## src/rtl/bcpe_pkg.sv

```systemverilog
// ----------------------------------------------------------------------------
// bcpe_pkg - shared types and constants for the Bezier point evaluator
// Field structs, controller states, command/status groups, binomial table.
// ----------------------------------------------------------------------------
`default_nettype none

package bcpe_pkg;

  localparam int MAX_POINTS = 16;
  localparam int COORD_BITS = 12;

  localparam int ADDR_W    = $clog2(MAX_POINTS);
  localparam int COEF_W    = MAX_POINTS - 1;
  localparam int TAB_W     = $clog2(MAX_POINTS * MAX_POINTS);
  localparam int U_BITS    = 16;
  localparam int P_W       = U_BITS + 1;
  localparam int W_W       = COEF_W + P_W;
  localparam int WP_W      = W_W + COORD_BITS;
  localparam int SUM_W     = WP_W;
  localparam int DIV_CNT_W = $clog2(U_BITS);

  localparam int PC_W       = 5;
  localparam int SD_W       = 11;
  localparam int STEP_W     = 11;
  localparam int IDX_W      = 4;
  localparam int FCOORD_W   = 12;
  localparam int OUT_W      = 16;
  localparam int CFG_IDX_W  = 1;
  localparam int CFG_DATA_W = 11;

  localparam logic [PC_W-1:0] PC_RESET = 5'd4;
  localparam logic [SD_W-1:0] SD_RESET = 11'd1000;
  localparam logic [P_W-1:0]  ONE_Q16  = 17'h10000;
  localparam int              OUT_MAX  = 65535;

  localparam logic [CFG_IDX_W-1:0] CFG_POINT_COUNT  = 1'd0;
  localparam logic [CFG_IDX_W-1:0] CFG_SUBDIVISIONS = 1'd1;

  localparam logic ACT_LOAD = 1'b0;
  localparam logic ACT_EVAL = 1'b1;

  typedef struct packed {
    logic                action;
    logic [IDX_W-1:0]    point_index;
    logic [FCOORD_W-1:0] point_x;
    logic [FCOORD_W-1:0] point_y;
    logic [STEP_W-1:0]   step_index;
  } bcpe_in_t;

  typedef struct packed {
    logic [OUT_W-1:0] curve_x;
    logic [OUT_W-1:0] curve_y;
  } bcpe_out_t;

  typedef enum logic [3:0] {
    ST_IDLE,
    ST_SETUP,
    ST_LAST,
    ST_DIV,
    ST_UINIT,
    ST_VMUL,
    ST_WEIGHT,
    ST_PROD,
    ST_ACC,
    ST_UMUL,
    ST_FINISH
  } bcpe_state_t;

  typedef struct packed {
    logic capture;
    logic load;
    logic rd_last;
    logic div_step;
    logic pw_init;
    logic pw_v;
    logic pw_u;
    logic weight;
    logic prod;
    logic acc;
    logic next_k;
    logic out_sum;
    logic out_last;
  } bcpe_cmd_t;

  typedef struct packed {
    logic last_step;
    logic div_done;
    logic v_done;
    logic k_last;
    logic out_free;
  } bcpe_sts_t;

  typedef logic [MAX_POINTS*MAX_POINTS-1:0][COEF_W-1:0] binom_tab_t;

  function automatic binom_tab_t make_binom();
    binom_tab_t tab;
    longint     row [MAX_POINTS];
    tab = '0;
    for (int i = 0; i < MAX_POINTS; i++) begin
      row[i] = 0;
    end
    row[0] = 1;
    for (int i = 0; i < MAX_POINTS; i++) begin
      for (int k = i; k > 0; k--) begin
        row[k] = row[k] + row[k-1];
      end
      for (int k = 0; k <= i; k++) begin
        tab[i*MAX_POINTS + k] = COEF_W'(row[k]);
      end
    end
    return tab;
  endfunction

  localparam binom_tab_t BINOM = make_binom();

endpackage

`default_nettype wire

```

## src/rtl/bcpe_ram.sv

```systemverilog
// ----------------------------------------------------------------------------
// bcpe_ram - generic single-write, single-read RAM
// One write port, one read port with registered read data.
// ----------------------------------------------------------------------------
`default_nettype none

module bcpe_ram #(
  parameter int WIDTH = 24,
  parameter int DEPTH = 16,
  localparam int AW = (DEPTH > 1) ? $clog2(DEPTH) : 1
) (
  input  wire logic             clk,
  input  wire logic             we,
  input  wire logic [AW-1:0]    waddr,
  input  wire logic [WIDTH-1:0] wdata,
  input  wire logic [AW-1:0]    raddr,
  output logic      [WIDTH-1:0] rdata
);

  logic [WIDTH-1:0] mem [DEPTH];

  always_ff @(posedge clk) begin
    if (we) begin
      mem[waddr] <= wdata;
    end
    rdata <= mem[raddr];
  end

endmodule

`default_nettype wire

```

## src/rtl/bcpe_ctrl.sv

```systemverilog
// ----------------------------------------------------------------------------
// bcpe_ctrl - sequencer for the Bezier point evaluator
// Walks divide, power products, weighting and accumulation per control point.
// ----------------------------------------------------------------------------
`default_nettype none

module bcpe_ctrl (
  input  wire logic                clk,
  input  wire logic                rst,
  input  wire logic                in_valid,
  input  wire logic                in_action,
  output logic                     in_ready,
  output bcpe_pkg::bcpe_cmd_t      cmd,
  input  wire bcpe_pkg::bcpe_sts_t sts
);

  import bcpe_pkg::*;

  bcpe_state_t state, state_next;

  always_ff @(posedge clk) begin
    if (rst) begin
      state <= ST_IDLE;
    end else begin
      state <= state_next;
    end
  end

  always_comb begin
    state_next = state;
    cmd        = '0;
    in_ready   = 1'b0;
    case (state)
      ST_IDLE: begin
        in_ready = 1'b1;
        if (in_valid) begin
          if (in_action == ACT_EVAL) begin
            cmd.capture = 1'b1;
            state_next  = ST_SETUP;
          end else begin
            cmd.load = 1'b1;
          end
        end
      end
      ST_SETUP: begin
        cmd.rd_last = 1'b1;
        state_next  = sts.last_step ? ST_LAST : ST_DIV;
      end
      ST_LAST: begin
        cmd.rd_last = 1'b1;
        if (sts.out_free) begin
          cmd.out_last = 1'b1;
          state_next   = ST_IDLE;
        end
      end
      ST_DIV: begin
        cmd.div_step = 1'b1;
        if (sts.div_done) begin
          state_next = ST_UINIT;
        end
      end
      ST_UINIT: begin
        cmd.pw_init = 1'b1;
        state_next  = ST_VMUL;
      end
      ST_VMUL: begin
        if (sts.v_done) begin
          state_next = ST_WEIGHT;
        end else begin
          cmd.pw_v = 1'b1;
        end
      end
      ST_WEIGHT: begin
        cmd.weight = 1'b1;
        state_next = ST_PROD;
      end
      ST_PROD: begin
        cmd.prod   = 1'b1;
        state_next = ST_ACC;
      end
      ST_ACC: begin
        cmd.acc = 1'b1;
        if (sts.k_last) begin
          state_next = ST_FINISH;
        end else begin
          cmd.next_k = 1'b1;
          state_next = ST_UMUL;
        end
      end
      ST_UMUL: begin
        cmd.pw_u   = 1'b1;
        state_next = ST_VMUL;
      end
      ST_FINISH: begin
        if (sts.out_free) begin
          cmd.out_sum = 1'b1;
          state_next  = ST_IDLE;
        end
      end
      default: begin
        state_next = ST_IDLE;
      end
    endcase
  end

endmodule

`default_nettype wire

```

## src/rtl/bcpe_dpath.sv

```systemverilog
// ----------------------------------------------------------------------------
// bcpe_dpath - datapath of the Bezier point evaluator
// Config registers, point store, u divider, Q1.16 power chain, weighted sums.
// ----------------------------------------------------------------------------
`default_nettype none

module bcpe_dpath (
  input  wire logic                                clk,
  input  wire logic                                rst,
  input  wire logic                                cfg_we,
  input  wire logic [bcpe_pkg::CFG_IDX_W-1:0]      cfg_index,
  input  wire logic [bcpe_pkg::CFG_DATA_W-1:0]     cfg_wdata,
  input  wire bcpe_pkg::bcpe_in_t                  in_data,
  input  wire bcpe_pkg::bcpe_cmd_t                 cmd,
  output bcpe_pkg::bcpe_sts_t                      sts,
  output logic                                     out_valid,
  input  wire logic                                out_ready,
  output bcpe_pkg::bcpe_out_t                      out_data
);

  import bcpe_pkg::*;

  function automatic logic [OUT_W-1:0] sat16(input logic [SUM_W-1:0] val);
    if (val > SUM_W'(OUT_MAX)) begin
      return OUT_W'(OUT_MAX);
    end
    return OUT_W'(val);
  endfunction

  logic [PC_W-1:0]      point_count;
  logic [SD_W-1:0]      subdivisions;
  logic [ADDR_W-1:0]    n_r;
  logic [SD_W-1:0]      m_r;
  logic                 last_r;
  logic [SD_W-1:0]      rem;
  logic [U_BITS-1:0]    nlo;
  logic [U_BITS-1:0]    quo;
  logic [DIV_CNT_W-1:0] div_cnt;
  logic [P_W-1:0]       v_r;
  logic [P_W-1:0]       ukp;
  logic [P_W-1:0]       p;
  logic [ADDR_W-1:0]    k;
  logic [ADDR_W-1:0]    j;
  logic [W_W-1:0]       w;
  logic [WP_W-1:0]      wx;
  logic [WP_W-1:0]      wy;
  logic [SUM_W-1:0]     sx;
  logic [SUM_W-1:0]     sy;

  logic [ADDR_W-1:0]       n_c;
  logic [SD_W-1:0]         m_c;
  logic [STEP_W-1:0]       step_c;
  logic [SD_W:0]           rem_sh;
  logic                    rem_ge;
  logic [P_W-1:0]          mul_a;
  logic [P_W-1:0]          mul_b;
  logic [2*P_W-1:0]        mul_full;
  logic [P_W-1:0]          mul_res;
  logic [COEF_W-1:0]       coef;
  logic                    ram_we;
  logic [2*COORD_BITS-1:0] ram_wdata;
  logic [ADDR_W-1:0]       ram_raddr;
  logic [2*COORD_BITS-1:0] rd_data;
  logic [COORD_BITS-1:0]   rd_x;
  logic [COORD_BITS-1:0]   rd_y;
  logic [SUM_W-1:0]        sum_x_rnd;
  logic [SUM_W-1:0]        sum_y_rnd;

  // Configuration
  always_ff @(posedge clk) begin
    if (rst) begin
      point_count  <= PC_RESET;
      subdivisions <= SD_RESET;
    end else if (cfg_we) begin
      case (cfg_index)
        CFG_POINT_COUNT:  point_count  <= cfg_wdata[PC_W-1:0];
        CFG_SUBDIVISIONS: subdivisions <= cfg_wdata[SD_W-1:0];
        default: begin
        end
      endcase
    end
  end

  // Clamped operands for a new evaluation
  always_comb begin
    if (point_count < PC_W'(2)) begin
      n_c = ADDR_W'(1);
    end else if (32'(point_count) > MAX_POINTS) begin
      n_c = ADDR_W'(MAX_POINTS - 1);
    end else begin
      n_c = ADDR_W'(point_count - PC_W'(1));
    end
    m_c    = (subdivisions == '0) ? SD_W'(1) : subdivisions;
    step_c = (in_data.step_index > m_c) ? m_c : in_data.step_index;
  end

  // Point store
  assign ram_we    = cmd.load && (32'(in_data.point_index) < MAX_POINTS);
  assign ram_wdata = {COORD_BITS'(in_data.point_y), COORD_BITS'(in_data.point_x)};
  assign ram_raddr = cmd.rd_last ? n_r : k;
  assign rd_x      = rd_data[COORD_BITS-1:0];
  assign rd_y      = rd_data[2*COORD_BITS-1:COORD_BITS];

  bcpe_ram #(
    .WIDTH (2*COORD_BITS),
    .DEPTH (MAX_POINTS)
  ) u_store (
    .clk   (clk),
    .we    (ram_we),
    .waddr (ADDR_W'(in_data.point_index)),
    .wdata (ram_wdata),
    .raddr (ram_raddr),
    .rdata (rd_data)
  );

  // Restoring divider: u = (step*2^16 + m/2) / m, one quotient bit per cycle
  assign rem_sh = {rem, nlo[U_BITS-1]};
  assign rem_ge = (rem_sh >= {1'b0, m_r});

  // Shared Q1.16 multiplier with round half up
  assign mul_a    = cmd.pw_u ? ukp : p;
  assign mul_b    = cmd.pw_u ? {1'b0, quo} : v_r;
  assign mul_full = (2*P_W)'(mul_a) * (2*P_W)'(mul_b);
  assign mul_res  = P_W'((mul_full + (2*P_W)'(32768)) >> U_BITS);

  assign coef = BINOM[TAB_W'(32'(n_r) * MAX_POINTS + 32'(k))];

  always_ff @(posedge clk) begin
    if (cmd.capture) begin
      n_r     <= n_c;
      m_r     <= m_c;
      last_r  <= (step_c == m_c);
      rem     <= step_c;
      nlo     <= U_BITS'(m_c >> 1);
      quo     <= '0;
      div_cnt <= '0;
    end
    if (cmd.div_step) begin
      rem     <= rem_ge ? SD_W'(rem_sh - {1'b0, m_r}) : rem_sh[SD_W-1:0];
      quo     <= {quo[U_BITS-2:0], rem_ge};
      nlo     <= {nlo[U_BITS-2:0], 1'b0};
      div_cnt <= div_cnt + DIV_CNT_W'(1);
    end
    if (cmd.pw_init) begin
      v_r <= ONE_Q16 - {1'b0, quo};
      ukp <= ONE_Q16;
      p   <= ONE_Q16;
      k   <= '0;
      j   <= '0;
      sx  <= '0;
      sy  <= '0;
    end
    if (cmd.pw_v) begin
      p <= mul_res;
      j <= j + ADDR_W'(1);
    end
    if (cmd.pw_u) begin
      ukp <= mul_res;
      p   <= mul_res;
    end
    if (cmd.weight) begin
      w <= W_W'(coef) * W_W'(p);
    end
    if (cmd.prod) begin
      wx <= WP_W'(w) * WP_W'(rd_x);
      wy <= WP_W'(w) * WP_W'(rd_y);
    end
    if (cmd.acc) begin
      sx <= sx + SUM_W'(wx);
      sy <= sy + SUM_W'(wy);
    end
    if (cmd.next_k) begin
      k <= k + ADDR_W'(1);
      j <= k + ADDR_W'(1);
    end
  end

  assign sum_x_rnd = (sx + SUM_W'(2048)) >> 12;
  assign sum_y_rnd = (sy + SUM_W'(2048)) >> 12;

  // Output register
  always_ff @(posedge clk) begin
    if (rst) begin
      out_valid <= 1'b0;
    end else if (cmd.out_sum || cmd.out_last) begin
      out_valid <= 1'b1;
    end else if (out_ready) begin
      out_valid <= 1'b0;
    end
  end

  always_ff @(posedge clk) begin
    if (cmd.out_sum) begin
      out_data.curve_x <= sat16(sum_x_rnd);
      out_data.curve_y <= sat16(sum_y_rnd);
    end else if (cmd.out_last) begin
      out_data.curve_x <= sat16(SUM_W'({rd_x, 4'b0000}));
      out_data.curve_y <= sat16(SUM_W'({rd_y, 4'b0000}));
    end
  end

  assign sts.last_step = last_r;
  assign sts.div_done  = (div_cnt == DIV_CNT_W'(U_BITS - 1));
  assign sts.v_done    = (j == n_r);
  assign sts.k_last    = (k == n_r);
  assign sts.out_free  = !out_valid || out_ready;

endmodule

`default_nettype wire

```

## src/rtl/bezier_curve_point_eval.sv

```systemverilog
// ----------------------------------------------------------------------------
// bezier_curve_point_eval - Bernstein-form Bezier curve point evaluator
// Control points are loaded into a store; evaluate items return one point.
//
//   channel  dir  handshake                payload
//   in       in   in_valid / in_ready      bcpe_in_t  (load or evaluate)
//   out      out  out_valid / out_ready    bcpe_out_t (curve point, Q12.4)
//   cfg      in   cfg_we                   cfg_index, cfg_wdata
//
// A load item is written to the store and leaves the block idle. An evaluate
// item at the last step outputs the last point; any other runs the u divider
// and the per-point chain of Q1.16 products on one shared multiplier. One item
// is in work at a time.
// Reset restores config defaults and clears out_valid; the point store is
// not cleared. A stalled output holds its item while the next item is taken.
// ----------------------------------------------------------------------------
`default_nettype none

module bezier_curve_point_eval (
  input  wire logic                                clk,
  input  wire logic                                rst,
  input  wire logic                                in_valid,
  output logic                                     in_ready,
  input  wire bcpe_pkg::bcpe_in_t                  in_data,
  output logic                                     out_valid,
  input  wire logic                                out_ready,
  output bcpe_pkg::bcpe_out_t                      out_data,
  input  wire logic                                cfg_we,
  input  wire logic [bcpe_pkg::CFG_IDX_W-1:0]      cfg_index,
  input  wire logic [bcpe_pkg::CFG_DATA_W-1:0]     cfg_wdata
);

  import bcpe_pkg::*;

  bcpe_cmd_t cmd;
  bcpe_sts_t sts;

  bcpe_ctrl u_ctrl (
    .clk       (clk),
    .rst       (rst),
    .in_valid  (in_valid),
    .in_action (in_data.action),
    .in_ready  (in_ready),
    .cmd       (cmd),
    .sts       (sts)
  );

  bcpe_dpath u_dpath (
    .clk       (clk),
    .rst       (rst),
    .cfg_we    (cfg_we),
    .cfg_index (cfg_index),
    .cfg_wdata (cfg_wdata),
    .in_data   (in_data),
    .cmd       (cmd),
    .sts       (sts),
    .out_valid (out_valid),
    .out_ready (out_ready),
    .out_data  (out_data)
  );

`ifndef ASSERT_OFF
  a_eval_busy: assert property (@(posedge clk) disable iff (rst)
    (in_valid && in_ready && (in_data.action == ACT_EVAL)) |=> !in_ready)
    else $error("evaluate item did not take the block busy");

  a_load_idle: assert property (@(posedge clk) disable iff (rst)
    (in_valid && in_ready && (in_data.action == ACT_LOAD)) |=> in_ready)
    else $error("load item left the block busy");

  a_reset_idle: assert property (@(posedge clk)
    $fell(rst) |-> (in_ready && !out_valid))
    else $error("block not idle after reset");
`endif

endmodule

`default_nettype wire

```

## config.mk

```make
export PLATFORM = sky130hd
export DESIGN_NAME = bezier_curve_point_eval
export DESIGN_NICKNAME = d
export VERILOG_FILES = /design/src/rtl/bcpe_pkg.sv /design/src/rtl/bcpe_ram.sv /design/src/rtl/bcpe_ctrl.sv /design/src/rtl/bcpe_dpath.sv /design/src/rtl/bezier_curve_point_eval.sv
export SDC_FILE = /design/constraint.sdc
export NUM_CORES = 2
export LEC_CHECK = 0
export BUFFER_PORTS_ARGS = -buffer_cell sky130_fd_sc_hd__buf_2
export CAP_MARGIN = 20
export CORE_MARGIN = 1
export CORE_UTILIZATION = 40
export DETAILED_ROUTE_END_ITERATION = 7
export SKIP_CTS_REPAIR_TIMING = 1
export SLEW_MARGIN = 25
export SYNTH_ARGS = -nofsm -noshare
export SYNTH_HDL_FRONTEND = slang
export SYNTH_HIERARCHICAL = 1
export SYNTH_SLANG_ARGS = --single-unit
export TNS_END_PERCENT = 30
```

## constraint.sdc

```tcl
create_clock -name clk -period 23 [get_ports clk]
set_clock_uncertainty 0.1 [all_clocks]
set_input_delay 1.15 -clock clk [delete_from_list [all_inputs] [get_ports clk]]
set_output_delay 1.15 -clock clk [all_outputs]
set_load 0.05 [all_outputs]
```

# == After elaboration in Yosys (flattened, before gate mapping) ==
# Memory sizes are Yosys's and may differ from the RTL's. A register that Yosys moved wholly into a read port is not among the register bits.
# Cells that the tools add are included.
# word_totals
register_bits,383
ram_bits,384
inputBits,57
output_inout_bits,34
mem_bits_ro,3840
memories,2
latch_bits,0
word_cells,157
# classes
order_cmp,7
multipliers,4
n_shift,0
add_sub_neg,12
eq_ne,19
bitwise_logic,1
n_mux,67
n_div,0
reduce_logical,20
# memory_table
name,depth,word_bits,read_ports,rd_ports_with_merged_regs,wr,line_no,text
(name not given),256,15,1,0,0,bcpe_dpath.sv:126,assign coef = BINOM[TAB_W'(32'(n_r) * MAX_POINTS + 32'(k))];
u_dpath.u_store.mem,16,24,1,1,1,bcpe_ram.sv:20,logic [WIDTH-1:0] mem [DEPTH];
# op_table
operator,count
$mux W44,3
$mux W16,8
$mux W17,6
$add A44 B12 Y44 const B,2
$add A44 B44 Y44,2
$mul A32 B12 Y44,2
$gt A32 B16 Y1 const B,2
$mux W32,2
$mux W11,5
$mux W4,13
$pmux W4 S9,1
$add A33 B16 Y33 const B,1
$mul A17 B17 Y33,1
$mul A15 B17 Y32,1
$mux W1,24
$sub A17 B16 Y17 const A,1
$eq A4 B3 Y1 const B,4
$eq A4 B4 Y1 const B,4
$mux W15,1
$add A4 B1 Y4 const B,3
$ge A12 B11 Y1,1
$reduce_bool A2 Y1,6
$eq A11 B11 Y1,1
$gt A11 B11 Y1,1
other kinds (21),35

# == Longest topological paths before layout ==
# depth
ltp_word,7
mapped_depth,39
depth_no_buf,35

# == Hierarchy ==
# Netlist, hierarchy kept.
# modules_own_cells
mod,cells_per_inst,seq_area_each_um2,area_per_inst_um2,n_inst
bcpe_dpath,6775,11200.7,62045.8,1
bcpe_ram,636,12011.5,14930.6,1
bcpe_ctrl,57,80.1,417.9,1

# == Worst setup path after synthesis ==
# No wires, ideal clock.
# synth_timing
path_type,register to register
startpoint,register u_dpath.k[0]
endpoint,"register u_dpath.w[31], data pin"
setup_time_ns,0.262
period_less_slack_ns,9.168
n_path_buf,4
stages_incl_launch_ff,38
required_time_ns,22.638
path_slack_ns,13.832
arrival_ns,8.806
path_cell_list,edfxtp_1 -> clkbuf_1 -> inv_1 -> ha_1 -> clkbuf_1 -> nor2_1 -> inv_1 -> nor2_1 -> nor2_1 -> mux4_2 -> mux4_2 -> o311ai_0 -> o21ai_1 -> clkbuf_1 -> nand2_1 -> fa_1 -> fa_1 -> inv_1 -> [... 2 more ...] -> fa_1 -> inv_1 -> fa_1 -> inv_1 -> fa_1 -> inv_1 -> ha_1 -> clkbuf_1 -> a2111oi_0 -> o21a_1 -> nor3_1 -> or3b_1 -> a31o_2 -> a31oi_1 -> o21bai_1 -> a21oi_1 -> o21a_1 -> o21ai_0
# synth_between
elab_chain_len,4
# synth_rtl
element,line_no,text
from (decl),bcpe_dpath.sv:42,logic [ADDR_W-1:0] k;
from (signal assigned),bcpe_dpath.sv:173,k <= k + ADDR_W'(1);
$add A8 B4 Y8,bcpe_dpath.sv:126,
$mem_v2 Z256 W15,-,
$mux W15 (implied by the code),bcpe_dpath.sv:126,
$mul A15 B17 Y32,bcpe_dpath.sv:162,w <= W_W'(coef) * W_W'(p);
to (signal assigned),bcpe_dpath.sv:162,
to (decl),bcpe_dpath.sv:44,logic [W_W-1:0] w;
# Every way passes these cells. The select of a mux whose other input is x is not followed.
# A chain may end at the register's enable or synchronous reset.

# == Final worst setup path ==
# Ends and elaborated chain as after synthesis.

==> out/metrics.yaml <==
status: "complete, no violations"
vias_per_cell: 5.36
slew_headroom: 0.282
die_x_um: 442
whs_endpoint: "u_dpath/subdivisions[0]"
drv_cap: 0
dp_hpwl_um: 144000
drtAntennaViolNets: 0
ys_types: 92
root_buffer: "clkbuf_16"
yosysMostFrequentCell: "inv_1"
tightest_slew_ns: 1.08
core_um2: 192000
grt_max_degree: 69
ys_ff_latch: 791
overflow: 0
portBuffers: 90
setup_viol: 0
clkTransAtPathRegs_ns: 0.06
min_path_cells: 2
cts_tree: "done"
start_util: 0.402
hold_viol: 0
wl_um: 198000
fin_setup_tns_ns: 0
yosysWarningCount: 6
avgSynthCellArea_um2: 10.4
whs_ns: 0.365
reg2reg_slack_ns: 12.94
critPathLaunchType: "flop"
fmax_ghz: 0.0994
min_path_type: "reg -> reg"
crit_path_end_kind: "flop"
syn-cell-area_um2: 77400
ff2ff_path_depth: 34
numCtsBuffers: 90
cpPeakStageDelay_ns: 0.80
ys.flop_type: "edfxtp_1"
grt_use_total: 0.206
cp.arrival_ns: 10.41
synth_top_cell_area_share: 0.289
synthArstFlopShare: 0
clockBufferDepth: 3
row_count: 161
regToRegStartpoint: "u_dpath/k[0]"
syn_inst: 7468
rsz0062_at_grt: "no"
grt_pass1_wl_um: 319000
area_growth_pct: 8.49
crit_fanout: 18
drc: 0
syn-num-nets: 9027
routabilityCongestion: 0.905
drive_gt1_frac: 0.0783
reg2reg_to: "u_dpath/w[31]"
insertion_delay_ns: 0.73
crit_top_cell: "inv_1"
yosys-top-cells-area: "edfxtp_1 (29%), fa_1 (26%), ha_1 (8.3%)"
pin_count: 91
drt-initial-drc-count: 3776
critPathKind: "reg -> reg"
clock-sinks: 791
die_area_um2: 195000
ys_seq_area_frac: 0.301
slew_violations: 0
yosys.area.top_type: "edfxtp_1"
antenna_found_initial: 21
crit_slowest_cell: "edfxtp_1"
period_minus_slack_ns: 10.06
avgRoutedWirePerCell_um: 19.7
synth.top_cells.by_count: "inv_1 (1102), nand2_1 (1037), fa_1 (991)"
worstPathRequired_ns: 23.35
die_y_um: 442
nets: 9004
htree_levels: 3
first_pass_iters: 6
synth_edf_count: 745
min_period_over_period: 0.437
grt_pass1_vias: 56900
hold_start: "u_dpath/subdivisions[0]"
final.fill_count: 18200
vias: 53900
## kinds of logic after synthesis
| logic type | synth area share |
|---|---|
| compound gates | 0.0757 |
| mux | 0.0419 |
| simple gates | 0.141 |
| fa+ha+maj | 0.339 |
| xor+xnor | 0.0299 |
| flops | 0.301 |
| buf+inv | 0.0718 |
## worst max path at each step
stage | start | end | slack, ns | depth (start not counted)
final | u_dpath/k[0] | u_dpath/w[31] | 12.94 | 34
after global routing | u_dpath/k[0] | u_dpath/w[31] | 12.39 | 34
after CTS | u_dpath/k[0] | u_dpath/w[31] | 12.97 | 34
after detailed placement | u_dpath/k[0] | u_dpath/w[31] | 13.02 | 34
after global placement | u_dpath/k[0] | u_dpath/w[31] | 13.04 | 34
after floorplan | u_dpath/k[0] | u_dpath/w[31] | 13.83 | 37
## through the flow
step / area [um2] / util / instances / setup WS [ns]
after floorplan: 77400 / - / 7468 / 13.83
after global placement: 80800 / 0.420 / 9871 / 13.04
after detailed placement: 80800 / 0.420 / 9873 / 13.02
after CTS: 83800 / 0.436 / 10000 / 12.97
after global routing: 84000 / 0.436 / 10000 / 12.39
final: 84000 / 0.436 / 10100 / 12.94
## area by class of cell
cell class	count	area (um2)	share of cell area
multi-input cells	5228	48700	0.580
inverters	1103	4140	0.0493
diodes	4	10.0	0.000119
repair buffers	231	1590	0.0189
well taps	2526	3160	0.0376
flip-flops and latches	791	23300	0.277
clock buffers	108	2330	0.0277
clock inverters	60	716	0.00852
## critical path, delay by kind of cell (launching register included)
family / cells / cell delay (ns)
compound gates: 10 / 2.05
fa+ha+maj: 8 / 3.79
buf+inv: 8 / 1.02
flops: 1 / 0.80
mux: 2 / 0.92
simple gates: 6 / 1.13
## registers in the layout, summed over array words and instances (netlist names), 11 cells and up
register,count
u_dpath/nlo,16
u_dpath/subdivisions,11
u_dpath/v_r,17
u_dpath/p,17
u_dpath/sx,44
u_dpath/rem,11
u_dpath/wx,44
u_dpath/quo,16
u_dpath/w,32
u_dpath/m_r,11
u_dpath/ukp,17
u_dpath/u_store/mem,384
u_dpath/out_data,32
u_dpath/sy,44
u_dpath/wy,44
u_dpath/u_store/rdata,24
## per-layer routing
metal / wire (um) / GRT usage / share of wire / up-vias
met2: 95100 / 0.347 / 0.48 / 1591
met4: 4790 / 0.0529 / 0.024 / 6
met3: 11500 / 0.0266 / 0.058 / 288
met1: 86500 / 0.279 / 0.44 / 27600
li1: - / - / - / 24400
met5: 35 / 0 / 0.00018 / -
## layout by cell type, fill, tap and decap left out, types with 48 or more instances in the layout
cell | Yosys | layout
buf_2 | 21 | 90
nor3_1 | 66 | 58
a21oi_1 | 276 | 276
nand2_1 | 1037 | 1037
nor2_1 | 474 | 456
xnor2_1 | 159 | 159
xor2_1 | 105 | 105
mux4_2 | 101 | 101
a21o_1 | 93 | 93
inv_1 | 1102 | 1101
nand2b_1 | 57 | 57
fa_1 | 991 | 991
nand3_1 | 71 | 71
and2_1 | 381 | 381
o21ai_0 | 191 | 189
buf_4 | 4 | 133
edfxtp_1 | 745 | 745
mux2i_1 | 57 | 55
clkbuf_16 | 0 | 90
ha_1 | 511 | 511
a22oi_1 | 48 | 48
nor2b_1 | 93 | 91
Power is not shown: default switching activity piles up to over one toggle a cycle in this logic, so the estimate is an artifact.
